--- config.mk ---
export PLATFORM = sky130hd
export DESIGN_NAME = angle_cluster_symbol_vote
export DESIGN_NICKNAME = d
export VERILOG_FILES = /design/src/rtl/acsv_pkg.sv /design/src/rtl/acsv_dp.sv /design/src/rtl/acsv_ctrl.sv /design/src/rtl/angle_cluster_symbol_vote.sv
export SDC_FILE = /design/constraint.sdc
export NUM_CORES = 2
export LEC_CHECK = 0
export ABC_CLOCK_PERIOD_IN_PS = 5800
export BUFFER_PORTS_ARGS = -buffer_cell sky130_fd_sc_hd__buf_2
export CAP_MARGIN = 5
export CORE_MARGIN = 2
export CORE_UTILIZATION = 60
export DETAILED_ROUTE_END_ITERATION = 7
export PLACE_DENSITY = 0.81
export SLEW_MARGIN = 10
export SYNTH_ARGS = -nofsm -noshare
export SYNTH_HDL_FRONTEND = slang
export SYNTH_HIERARCHICAL = 1
export SYNTH_SLANG_ARGS = --single-unit
--- constraint.sdc ---
create_clock -name clk -period 5.8 [get_ports clk]
set_input_delay 0.29 -clock clk [delete_from_list [all_inputs] [get_ports clk]]
set_output_delay 0.29 -clock clk [all_outputs]
set_load 0.02 [all_outputs]
--- src/rtl/acsv_pkg.sv ---
// Package for the angle cluster symbol vote block.
// Holds shared constants, register indexes and the controller command struct.
// No dependencies.
`default_nettype none
package acsv_pkg;

	localparam int MAX_CANDIDATES_DEF = 64;
	localparam logic [8:0] WRAP_DEGREES = 9'd360;
	localparam logic [7:0] NO_SYMBOL = 8'd95;

	localparam logic [6:0] MIN_SET_RST = 7'd5;
	localparam logic [6:0] MIN_GROUP_RST = 7'd4;
	localparam logic [8:0] GROUP_SEP_RST = 9'd30;

	localparam logic [1:0] REG_MIN_SET = 2'd0;
	localparam logic [1:0] REG_MIN_GROUP = 2'd1;
	localparam logic [1:0] REG_GROUP_SEP = 2'd2;

	localparam logic CMD_ADD = 1'b0;
	localparam logic CMD_DECIDE = 1'b1;

	typedef struct packed {
		logic wr;
		logic clr;
		logic rd_en;
		logic tgt_load;
		logic walk_start;
		logic walk_step;
		logic walk_end;
		logic upd;
		logic dec_start;
	} acsv_cmd_t;

endpackage
`default_nettype wire

--- src/rtl/acsv_dp.sv ---
// Datapath: candidate store, per-symbol run walk and winner tracking.
// Depends on acsv_pkg; driven by acsv_ctrl commands.
`default_nettype none
module acsv_dp #(
	parameter int N = acsv_pkg::MAX_CANDIDATES_DEF,
	parameter int AW = (N > 1) ? $clog2(N) : 1,
	parameter int CW = $clog2(N + 1)
) (
	input  wire logic              clk,
	input  wire logic              arst_n,
	input  wire acsv_pkg::acsv_cmd_t cmd,
	input  wire logic [AW-1:0]     rd_addr,
	input  wire logic [7:0]        wr_symbol,
	input  wire logic [8:0]        wr_angle,
	input  wire logic [6:0]        min_set_size,
	input  wire logic [6:0]        min_group_size,
	input  wire logic [8:0]        group_separation,
	output logic [CW-1:0]          count,
	output logic [7:0]             winner
);
	import acsv_pkg::*;

	localparam int CMPW = (CW > 7) ? CW : 7;

	logic [7:0] sym_mem [N];
	logic [8:0] ang_mem [N];
	logic [CW-1:0] count_q;
	logic [7:0] rd_sym_q;
	logic [8:0] rd_ang_q;

	logic [7:0] tgt_q;
	logic [1:0] runs_q;
	logic [CW-1:0] cur_q, first_q, mid_q, cnt_q, hits_q;
	logic [8:0] fa_q, la_q;

	logic [CW-1:0] ba_h_q, bq_h_q;
	logic [7:0] ba_s_q, bq_s_q;
	logic discard_q;

	function automatic logic [CW-1:0] kept(input logic [CW-1:0] len, input logic [6:0] m);
		return (CMPW'(len) >= CMPW'(m)) ? len : '0;
	endfunction

	logic [8:0] adiff;
	logic near;
	logic signed [10:0] wd, wabs;
	logic wrap_near;
	logic [CW-1:0] hits_d;
	logic qual;

	assign adiff = (la_q > rd_ang_q) ? (la_q - rd_ang_q) : (rd_ang_q - la_q);
	assign near = adiff < group_separation;
	assign wd = $signed({2'b00, fa_q}) - $signed({2'b00, la_q}) + $signed({2'b00, WRAP_DEGREES});
	assign wabs = (wd < 0) ? -wd : wd;
	assign wrap_near = wabs < $signed({2'b00, group_separation});
	assign qual = CMPW'(cnt_q) >= CMPW'(min_set_size);

	always_comb begin
		if (runs_q == 2'd0) begin
			hits_d = '0;
		end else if (runs_q == 2'd1) begin
			hits_d = kept(cur_q, min_group_size);
		end else if (wrap_near) begin
			hits_d = mid_q + kept(first_q + cur_q, min_group_size);
		end else begin
			hits_d = mid_q + kept(first_q, min_group_size) + kept(cur_q, min_group_size);
		end
	end

	always_ff @(posedge clk) begin
		if (cmd.wr && count_q < CW'(N)) begin
			sym_mem[count_q[AW-1:0]] <= wr_symbol;
			ang_mem[count_q[AW-1:0]] <= wr_angle;
		end
		if (cmd.rd_en) begin
			rd_sym_q <= sym_mem[rd_addr];
			rd_ang_q <= ang_mem[rd_addr];
		end
	end

	always_ff @(posedge clk or negedge arst_n) begin
		if (!arst_n) begin
			count_q <= '0;
		end else if (cmd.clr) begin
			count_q <= '0;
		end else if (cmd.wr && count_q < CW'(N)) begin
			count_q <= count_q + 1'b1;
		end
	end

	always_ff @(posedge clk) begin
		if (cmd.tgt_load) begin
			tgt_q <= rd_sym_q;
		end
		if (cmd.walk_start) begin
			runs_q <= 2'd0;
			cur_q <= '0;
			first_q <= '0;
			mid_q <= '0;
			cnt_q <= '0;
			fa_q <= '0;
			la_q <= '0;
		end else if (cmd.walk_step && rd_sym_q == tgt_q) begin
			cnt_q <= cnt_q + 1'b1;
			la_q <= rd_ang_q;
			if (runs_q == 2'd0) begin
				runs_q <= 2'd1;
				cur_q <= CW'(1);
				fa_q <= rd_ang_q;
			end else if (near) begin
				cur_q <= cur_q + 1'b1;
			end else begin
				if (runs_q == 2'd1) begin
					first_q <= cur_q;
				end else begin
					mid_q <= mid_q + kept(cur_q, min_group_size);
				end
				runs_q <= 2'd2;
				cur_q <= CW'(1);
			end
		end
		if (cmd.walk_end) begin
			hits_q <= hits_d;
		end
	end

	always_ff @(posedge clk or negedge arst_n) begin
		if (!arst_n) begin
			ba_h_q <= '0;
			bq_h_q <= '0;
			ba_s_q <= NO_SYMBOL;
			bq_s_q <= NO_SYMBOL;
			discard_q <= 1'b0;
		end else if (cmd.dec_start) begin
			ba_h_q <= '0;
			bq_h_q <= '0;
			ba_s_q <= NO_SYMBOL;
			bq_s_q <= NO_SYMBOL;
			discard_q <= 1'b0;
		end else if (cmd.upd) begin
			if (hits_q > ba_h_q || (hits_q == ba_h_q && hits_q != '0 && tgt_q < ba_s_q)) begin
				ba_h_q <= hits_q;
				ba_s_q <= tgt_q;
			end
			if (qual) begin
				discard_q <= 1'b1;
				if (hits_q > bq_h_q || (hits_q == bq_h_q && hits_q != '0 && tgt_q < bq_s_q)) begin
					bq_h_q <= hits_q;
					bq_s_q <= tgt_q;
				end
			end
		end
	end

	assign count = count_q;
	always_comb begin
		if (discard_q) begin
			winner = (bq_h_q != '0) ? bq_s_q : NO_SYMBOL;
		end else begin
			winner = (ba_h_q != '0) ? ba_s_q : NO_SYMBOL;
		end
	end

endmodule
`default_nettype wire

--- src/rtl/acsv_ctrl.sv ---
// Controller: intake handshake, decide sequencing over store entries, result beat.
// Depends on acsv_pkg; commands acsv_dp.
`default_nettype none
module acsv_ctrl #(
	parameter int N = acsv_pkg::MAX_CANDIDATES_DEF,
	parameter int AW = (N > 1) ? $clog2(N) : 1,
	parameter int CW = $clog2(N + 1)
) (
	input  wire logic              clk,
	input  wire logic              arst_n,
	input  wire logic              in_valid,
	output logic                   in_ready,
	input  wire logic              command,
	output logic                   out_valid,
	input  wire logic              out_ready,
	input  wire logic [CW-1:0]     count,
	output acsv_pkg::acsv_cmd_t    cmd,
	output logic [AW-1:0]          rd_addr
);
	import acsv_pkg::*;

	typedef enum logic [2:0] {
		S_IDLE, S_RDJ, S_TGT, S_WRD, S_WSTEP, S_FIN, S_UPD, S_OUT
	} state_t;

	state_t state_q;
	logic [CW-1:0] j_q, i_q;
	logic acc;

	assign in_ready = (state_q == S_IDLE) || (state_q == S_OUT && command == CMD_ADD);
	assign acc = in_valid && in_ready;
	assign out_valid = (state_q == S_OUT);
	assign rd_addr = (state_q == S_RDJ) ? j_q[AW-1:0] : i_q[AW-1:0];

	always_comb begin
		cmd = '0;
		cmd.wr = acc && command == CMD_ADD;
		cmd.dec_start = acc && command == CMD_DECIDE;
		cmd.clr = (acc && command == CMD_DECIDE && count == '0)
			|| (state_q == S_UPD && CW'(j_q + 1'b1) == count);
		cmd.rd_en = (state_q == S_RDJ) || (state_q == S_WRD);
		cmd.tgt_load = (state_q == S_TGT);
		cmd.walk_start = (state_q == S_TGT);
		cmd.walk_step = (state_q == S_WSTEP);
		cmd.walk_end = (state_q == S_FIN);
		cmd.upd = (state_q == S_UPD);
	end

	always_ff @(posedge clk or negedge arst_n) begin
		if (!arst_n) begin
			state_q <= S_IDLE;
			j_q <= '0;
			i_q <= '0;
		end else begin
			unique case (state_q)
				S_IDLE: begin
					if (acc && command == CMD_DECIDE) begin
						j_q <= '0;
						state_q <= (count == '0) ? S_OUT : S_RDJ;
					end
				end
				S_RDJ: state_q <= S_TGT;
				S_TGT: begin
					i_q <= '0;
					state_q <= S_WRD;
				end
				S_WRD: state_q <= S_WSTEP;
				S_WSTEP: begin
					if (CW'(i_q + 1'b1) == count) begin
						state_q <= S_FIN;
					end else begin
						i_q <= i_q + 1'b1;
						state_q <= S_WRD;
					end
				end
				S_FIN: state_q <= S_UPD;
				S_UPD: begin
					if (CW'(j_q + 1'b1) == count) begin
						state_q <= S_OUT;
					end else begin
						j_q <= j_q + 1'b1;
						state_q <= S_RDJ;
					end
				end
				S_OUT: begin
					if (out_ready) begin
						state_q <= S_IDLE;
					end
				end
				default: state_q <= S_IDLE;
			endcase
		end
	end

	a_wr_clr: assert property (@(posedge clk) disable iff (!arst_n) !(cmd.wr && cmd.clr))
		else $error("write and clear together");
	a_out_quiet: assert property (@(posedge clk) disable iff (!arst_n)
		out_valid |-> !(cmd.walk_step || cmd.walk_end || cmd.upd))
		else $error("walk active during result beat");
	a_dec_walk: assert property (@(posedge clk) disable iff (!arst_n)
		(acc && command == CMD_DECIDE && count != '0) |=> state_q == S_RDJ)
		else $error("decide did not start walk");
	a_upd_after_fin: assert property (@(posedge clk) disable iff (!arst_n)
		cmd.upd |-> $past(cmd.walk_end))
		else $error("update without walk end");

endmodule
`default_nettype wire

--- src/rtl/angle_cluster_symbol_vote.sv ---
// Decide beat: for each of the n stored candidates, the one store read port is walked
// once over every stored entry.
// One decide at a time; adds are taken while a result beat waits.
// Reset clears the entry count, result state and config to 5 / 4 / 30.
// Top level: APB config registers, acsv_ctrl and acsv_dp. Uses acsv_pkg.
`default_nettype none
module angle_cluster_symbol_vote #(
	parameter int MAX_CANDIDATES = acsv_pkg::MAX_CANDIDATES_DEF
) (
	input  wire logic        clk,
	input  wire logic        arst_n,
	input  wire logic        psel,
	input  wire logic        penable,
	input  wire logic        pwrite,
	input  wire logic [3:0]  paddr,
	input  wire logic [31:0] pwdata,
	output logic [31:0]      prdata,
	output logic             pready,
	input  wire logic        in_valid,
	output logic             in_ready,
	input  wire logic        command,
	input  wire logic [7:0]  symbol_code,
	input  wire logic [8:0]  angle,
	output logic             out_valid,
	input  wire logic        out_ready,
	output logic [7:0]       chosen_symbol
);
	import acsv_pkg::*;

	localparam int AW = (MAX_CANDIDATES > 1) ? $clog2(MAX_CANDIDATES) : 1;
	localparam int CW = $clog2(MAX_CANDIDATES + 1);

	logic [6:0] mss_q, mgs_q;
	logic [8:0] sep_q;
	acsv_cmd_t cmd;
	logic [AW-1:0] rd_addr;
	logic [CW-1:0] count;

	assign pready = 1'b1;

	always_ff @(posedge clk or negedge arst_n) begin
		if (!arst_n) begin
			mss_q <= MIN_SET_RST;
			mgs_q <= MIN_GROUP_RST;
			sep_q <= GROUP_SEP_RST;
		end else if (psel && penable && pwrite) begin
			if (paddr[3:2] == REG_MIN_SET) mss_q <= pwdata[6:0];
			if (paddr[3:2] == REG_MIN_GROUP) mgs_q <= pwdata[6:0];
			if (paddr[3:2] == REG_GROUP_SEP) sep_q <= pwdata[8:0];
		end
	end

	always_comb begin
		prdata = '0;
		if (paddr[3:2] == REG_MIN_SET) prdata = {25'd0, mss_q};
		else if (paddr[3:2] == REG_MIN_GROUP) prdata = {25'd0, mgs_q};
		else if (paddr[3:2] == REG_GROUP_SEP) prdata = {23'd0, sep_q};
	end

	acsv_ctrl #(.N(MAX_CANDIDATES), .AW(AW), .CW(CW)) u_ctrl (
		.clk(clk), .arst_n(arst_n),
		.in_valid(in_valid), .in_ready(in_ready), .command(command),
		.out_valid(out_valid), .out_ready(out_ready),
		.count(count), .cmd(cmd), .rd_addr(rd_addr)
	);

	acsv_dp #(.N(MAX_CANDIDATES), .AW(AW), .CW(CW)) u_dp (
		.clk(clk), .arst_n(arst_n), .cmd(cmd), .rd_addr(rd_addr),
		.wr_symbol(symbol_code), .wr_angle(angle),
		.min_set_size(mss_q), .min_group_size(mgs_q), .group_separation(sep_q),
		.count(count), .winner(chosen_symbol)
	);

endmodule
`default_nettype wire
==> run_results.csv <==
group,metric,value,unit
layout,design_area,0.0591,mm²
global_route,grt_pass1_wl,195000,µm
yosys,syn-cell-area,0.0530,mm²
yosys,async_flop_share,0.0626,
clock_network,cts-root-buf,"clkbuf_16",
pwr,power_density,449,mW/mm²
yosys,synth_seq_cells,1246,
global_route,overflow,0,
floorplan,dieArea,0.0907,mm²
worst_hold_path,hold_depth,4,
floorplan,num_rows,108,
clock_network,clock_latency,0.72,ns
floorplan,ios,104,
layout,fillers,5229,
yosys,synthSimpleGateAreaFrac,0.0380,
setup_path,worst-r2r-cell-count,21,
setup_path,startpoint_type,"register",
setup_path,r2r_slack,0.31,ns
global_route,gr-usage-all-layers,0.297,
global_route,antenna_found_initial,8,
worst_hold_path,min_path_type,"in2reg",
timing,whs,0.107,ns
yosys,yosysTopAreaCellShare,0.635,
yosys,yosys.area_share.xor_xnor,0.0147,
layout,drive_above_1_share,0.255,
timing,setup_violations,0,
yosys,syn_inst,2833,
placement,gp_congestion,0.875,
yosys,yosys_warnings,6,
timing,finClkSkew,0.0483,ns
drt,drcViolationCount,0,
layout,areaGrowthSynthToFinish,11.6,%
outcome,status,"finished clean",
drt,drtAntennaViolNets,0,
clock_network,htree_num_levels,3,
placement,place_hpwl,71700,µm
floorplan,initial_core_util,0.608,
drt,dr.max_layer_used,"met5",
clock_network,clk_pin_slew,0.06,ns
setup_path,cp_slowest_cell,"o22ai_1",
drt,wirelength,132000,µm
pwr,ir_drop,0.000388,V
timing,drv_slew,0,
yosys,synthAdderAreaFrac,0.0351,
setup_path,cpPeakStageDelay,0.68,ns
clock_network,cts_resized,0,
drt,wl_met2,65300,µm
drt,vias,28400,
timing,hold_viol,0,
setup_path,crit_path_end_kind,"register",
clock_network,clock-sinks,1246,
yosys,synth.avg_cell_area,18.7,µm²
setup_path,r2r-start,"u_dp/rd_ang_q[1]$_DFFE_PP_",
yosys,synth_top_cell_by_area,"edfxtp_1",
yosys,synth-edff-count,1120,
drt,wl_met3,13000,µm
yosys,synth_compound_area_frac,0.0304,
global_route,grt_start_max_net_pins,79,
timing,finalSetupTns,0,ns
clock_network,clock_path_buffers,3,
yosys,yosys-top-cells-area,"edfxtp_1 (63%), mux4_2 (15%), ha_1 (3.0%)",
pwr,cellLeakagePower,19.9,nW
worst_hold_path,hp-start,"command",
timing,worst_pin_slew,1.29,ns
clock_network,cts_tree,"yes",
clock_network,cts_made_buffers,118,
timing,rsz0062_at_grt,"false",
global_route,grt_pass1_vias,29700,
drt,via_per_inst,6.69,
layout,fin_nets,3180,
job,maxCapViolations,0,
yosys,synth_cell_type_count,89,
yosys,ys.flop_type,"edfxtp_1",
timing,setup_ws,0.310,ns
setup_path,path_cells,"inv_1 -> ha_1 -> nor2b_1 -> o21ai_0 -> a21boi_0 -> o21ai_0 -> o22ai_1 -> buf_4 -> nand2_1 -> o21a_1 -> a21oi_1 -> xnor2_1 -> ha_1 -> a21o_1 -> a21oi_1 -> nor2b_1 -> o31a_1 -> o21ai_0 -> or3b_1 -> mux2i_1 -> nor2_1",
setup_path,worstPathArrival,6.01,ns
floorplan,coreArea,0.0872,mm²
timing,clock.fmax,182,MHz
yosys,seq_area_frac_synth,0.690,
floorplan,die_width,301,µm
worst_hold_path,hold_end,"u_ctrl/state_q[0]$_DFFE_PN0P_",
yosys,synth_top_family_by_area,"multiplexers",
setup_path,crit_fanout,8,
placement,portBuffers,54,
placement,place_area,0.0549,mm²
drt,drt_iter0_drc,3765,
timing,period_minus_slack,5.49,ns
drt,firstDrtPassIters,5,
yosys,synth_mux_area_frac,0.169,
timing,finalCritPeriodShare,0.947,
setup_path,criticalPathCategory,"reg2reg",
timing,slew-limit-headroom,0.140,
floorplan,die_h,301,µm
drt,wl_per_cell,31.1,µm
drt,drt-met1-wl,46200,µm
setup_path,cp_data_required_time,6.32,ns
setup_path,r2r_end,"u_dp/first_q[1]$_SDFFE_PP0P_",
setup_path,crit_top_cell,"o21ai_0",
placement,pre_cts_slack,0.521,ns
routing by layer:
metal / global-route usage / vias up
met5: 0 / -
met4: 0.143 / 10
met3: 0.0611 / 421
met2: 0.487 / 1819
met1: 0.385 / 14500
li1: - / 11600
kinds of logic after synthesis:
kind of cell             Yosys count
AO/OA/AOI/OAI                    245
XOR/XNOR                          89
adder cells (fa/ha/maj)          141
buffers and inverters            258
flip-flops                      1246
multiplexers                     443
other                              2
AND/OR/NAND/NOR                  409
Yosys cell counts (all sizes together) (4+ instances only):
| master | instances |
|---|---|
| nand3b | 5 |
| or4 | 4 |
| xor2 | 38 |
| a31oi | 6 |
| dfstp | 19 |
| and2 | 9 |
| nor4 | 14 |
| nand2b | 14 |
| o21bai | 8 |
| o211ai | 16 |
| o21a | 11 |
| nor3 | 12 |
| o21ai | 46 |
| a21o | 29 |
| a211o | 7 |
| or3 | 5 |
| o22a | 6 |
| a22o | 4 |
| a21boi | 4 |
| o22ai | 6 |
| ha | 128 |
| xnor2 | 51 |
| dfxtp | 48 |
| and4 | 5 |
| dfrtp | 59 |
| inv | 108 |
| mux4 | 357 |
| buf | 77 |
| mux2i | 54 |
| a31o | 7 |
| fa | 13 |
| nand3 | 36 |
| a21oi | 74 |
| nor2b | 27 |
| nor2 | 172 |
| mux2 | 32 |
| a211oi | 5 |
| and3 | 9 |
| nand4 | 8 |
| nand2 | 75 |
| clkbuf | 73 |
| edfxtp | 1120 |
where the power goes:
group / switching [mW] / internal [mW]
combinational: 4.17 / 3.74
clock: 3.37 / 4.68
sequential: 0.357 / 10.2
total: 7.90 / 18.6
metrics by stage:
step                total power, mW  std cells   util
floorplan                      16.2       2855      -
global placement               18.2       3999  0.629
detailed placement             18.5       3999  0.629
CTS                            26.6       4234  0.677
global route                   27.4       4238  0.678
finish                         26.5       4239  0.678
flip-flops by register name, indices dropped and copies added (netlist names), 8 cells and up:
name           count
u_dp/la_q          9
u_dp/tgt_q         8
u_dp/ang_mem     576
u_dp/ba_s_q        8
u_dp/fa_q          9
u_dp/rd_sym_q      8
sep_q              9
u_dp/rd_ang_q      9
u_dp/sym_mem     512
u_dp/bq_s_q        8
cell usage in the layout, fill, tap and decap left out, types with 23 or more instances in the layout:
cell type	count
edfxtp_1	1120
mux4_2	357
nor2_1	159
ha_1	128
clkbuf_16	121
inv_1	106
buf_4	82
nand2_1	75
a21oi_1	73
dfrtp_1	59
mux2i_1	54
xnor2_1	51
buf_2	48
dfxtp_1	48
o21ai_0	44
xor2_1	38
nand3_1	33
nor2b_1	27
a21o_1	27
conb_1	24
clkbuf_1	24
clkinv_2	23
how the worst max path moves through the flow:
stage	startpoint	to	slack, ns	cells past startpoint
2_1_floorplan	u_dp/cur_q[0]$_SDFFE_PP0P_	u_dp/hits_q[6]$_SDFFCE_PP0P_	1.39	21
3_3_place_gp	u_dp/la_q[0]$_SDFFE_PP0P_	u_dp/hits_q[4]$_SDFFCE_PP0P_	0.74	20
3_5_place_dp	u_dp/rd_ang_q[1]$_DFFE_PP_	u_dp/mid_q[2]$_SDFFE_PP0P_	0.52	20
4_1_cts	u_dp/rd_ang_q[1]$_DFFE_PP_	u_dp/first_q[1]$_SDFFE_PP0P_	0.43	21
5_1_grt	u_dp/rd_ang_q[1]$_DFFE_PP_	u_dp/mid_q[2]$_SDFFE_PP0P_	0.03	20
6_report	u_dp/rd_ang_q[1]$_DFFE_PP_	u_dp/first_q[1]$_SDFFE_PP0P_	0.31	21
area by class of cell:
| type | count | area [µm²] | area share |
|---|---|---|---|
| flip-flops and latches | 1246 | 36600 | 0.619 |
| multi-input cells | 1351 | 15400 | 0.261 |
| clock buffers | 156 | 3270 | 0.0553 |
| repair buffers | 153 | 1200 | 0.0203 |
| clock inverters | 68 | 805 | 0.0136 |
| well taps | 1155 | 1450 | 0.0244 |
| inverters | 108 | 405 | 0.00686 |
| diodes | 2 | 5.00 | 0.0000847 |
critical path: cells and delay by family, from the launching register on:
kind / cells / cell delay [ns]
AO/OA/AOI/OAI: 10 / 2.52
XOR/XNOR: 1 / 0.21
flip-flops: 1 / 0.48
AND/OR/NAND/NOR: 5 / 0.75
buffers and inverters: 2 / 0.41
multiplexers: 1 / 0.27
adder cells (fa/ha/maj): 2 / 0.66
what timing repair did:
action | in CTS | in global routing
hold endpoints to repair | 83 | 0
hold buffers | 11 | 0
buffers inserted | 0 | 0
Power figures use the tool's default switching activity.
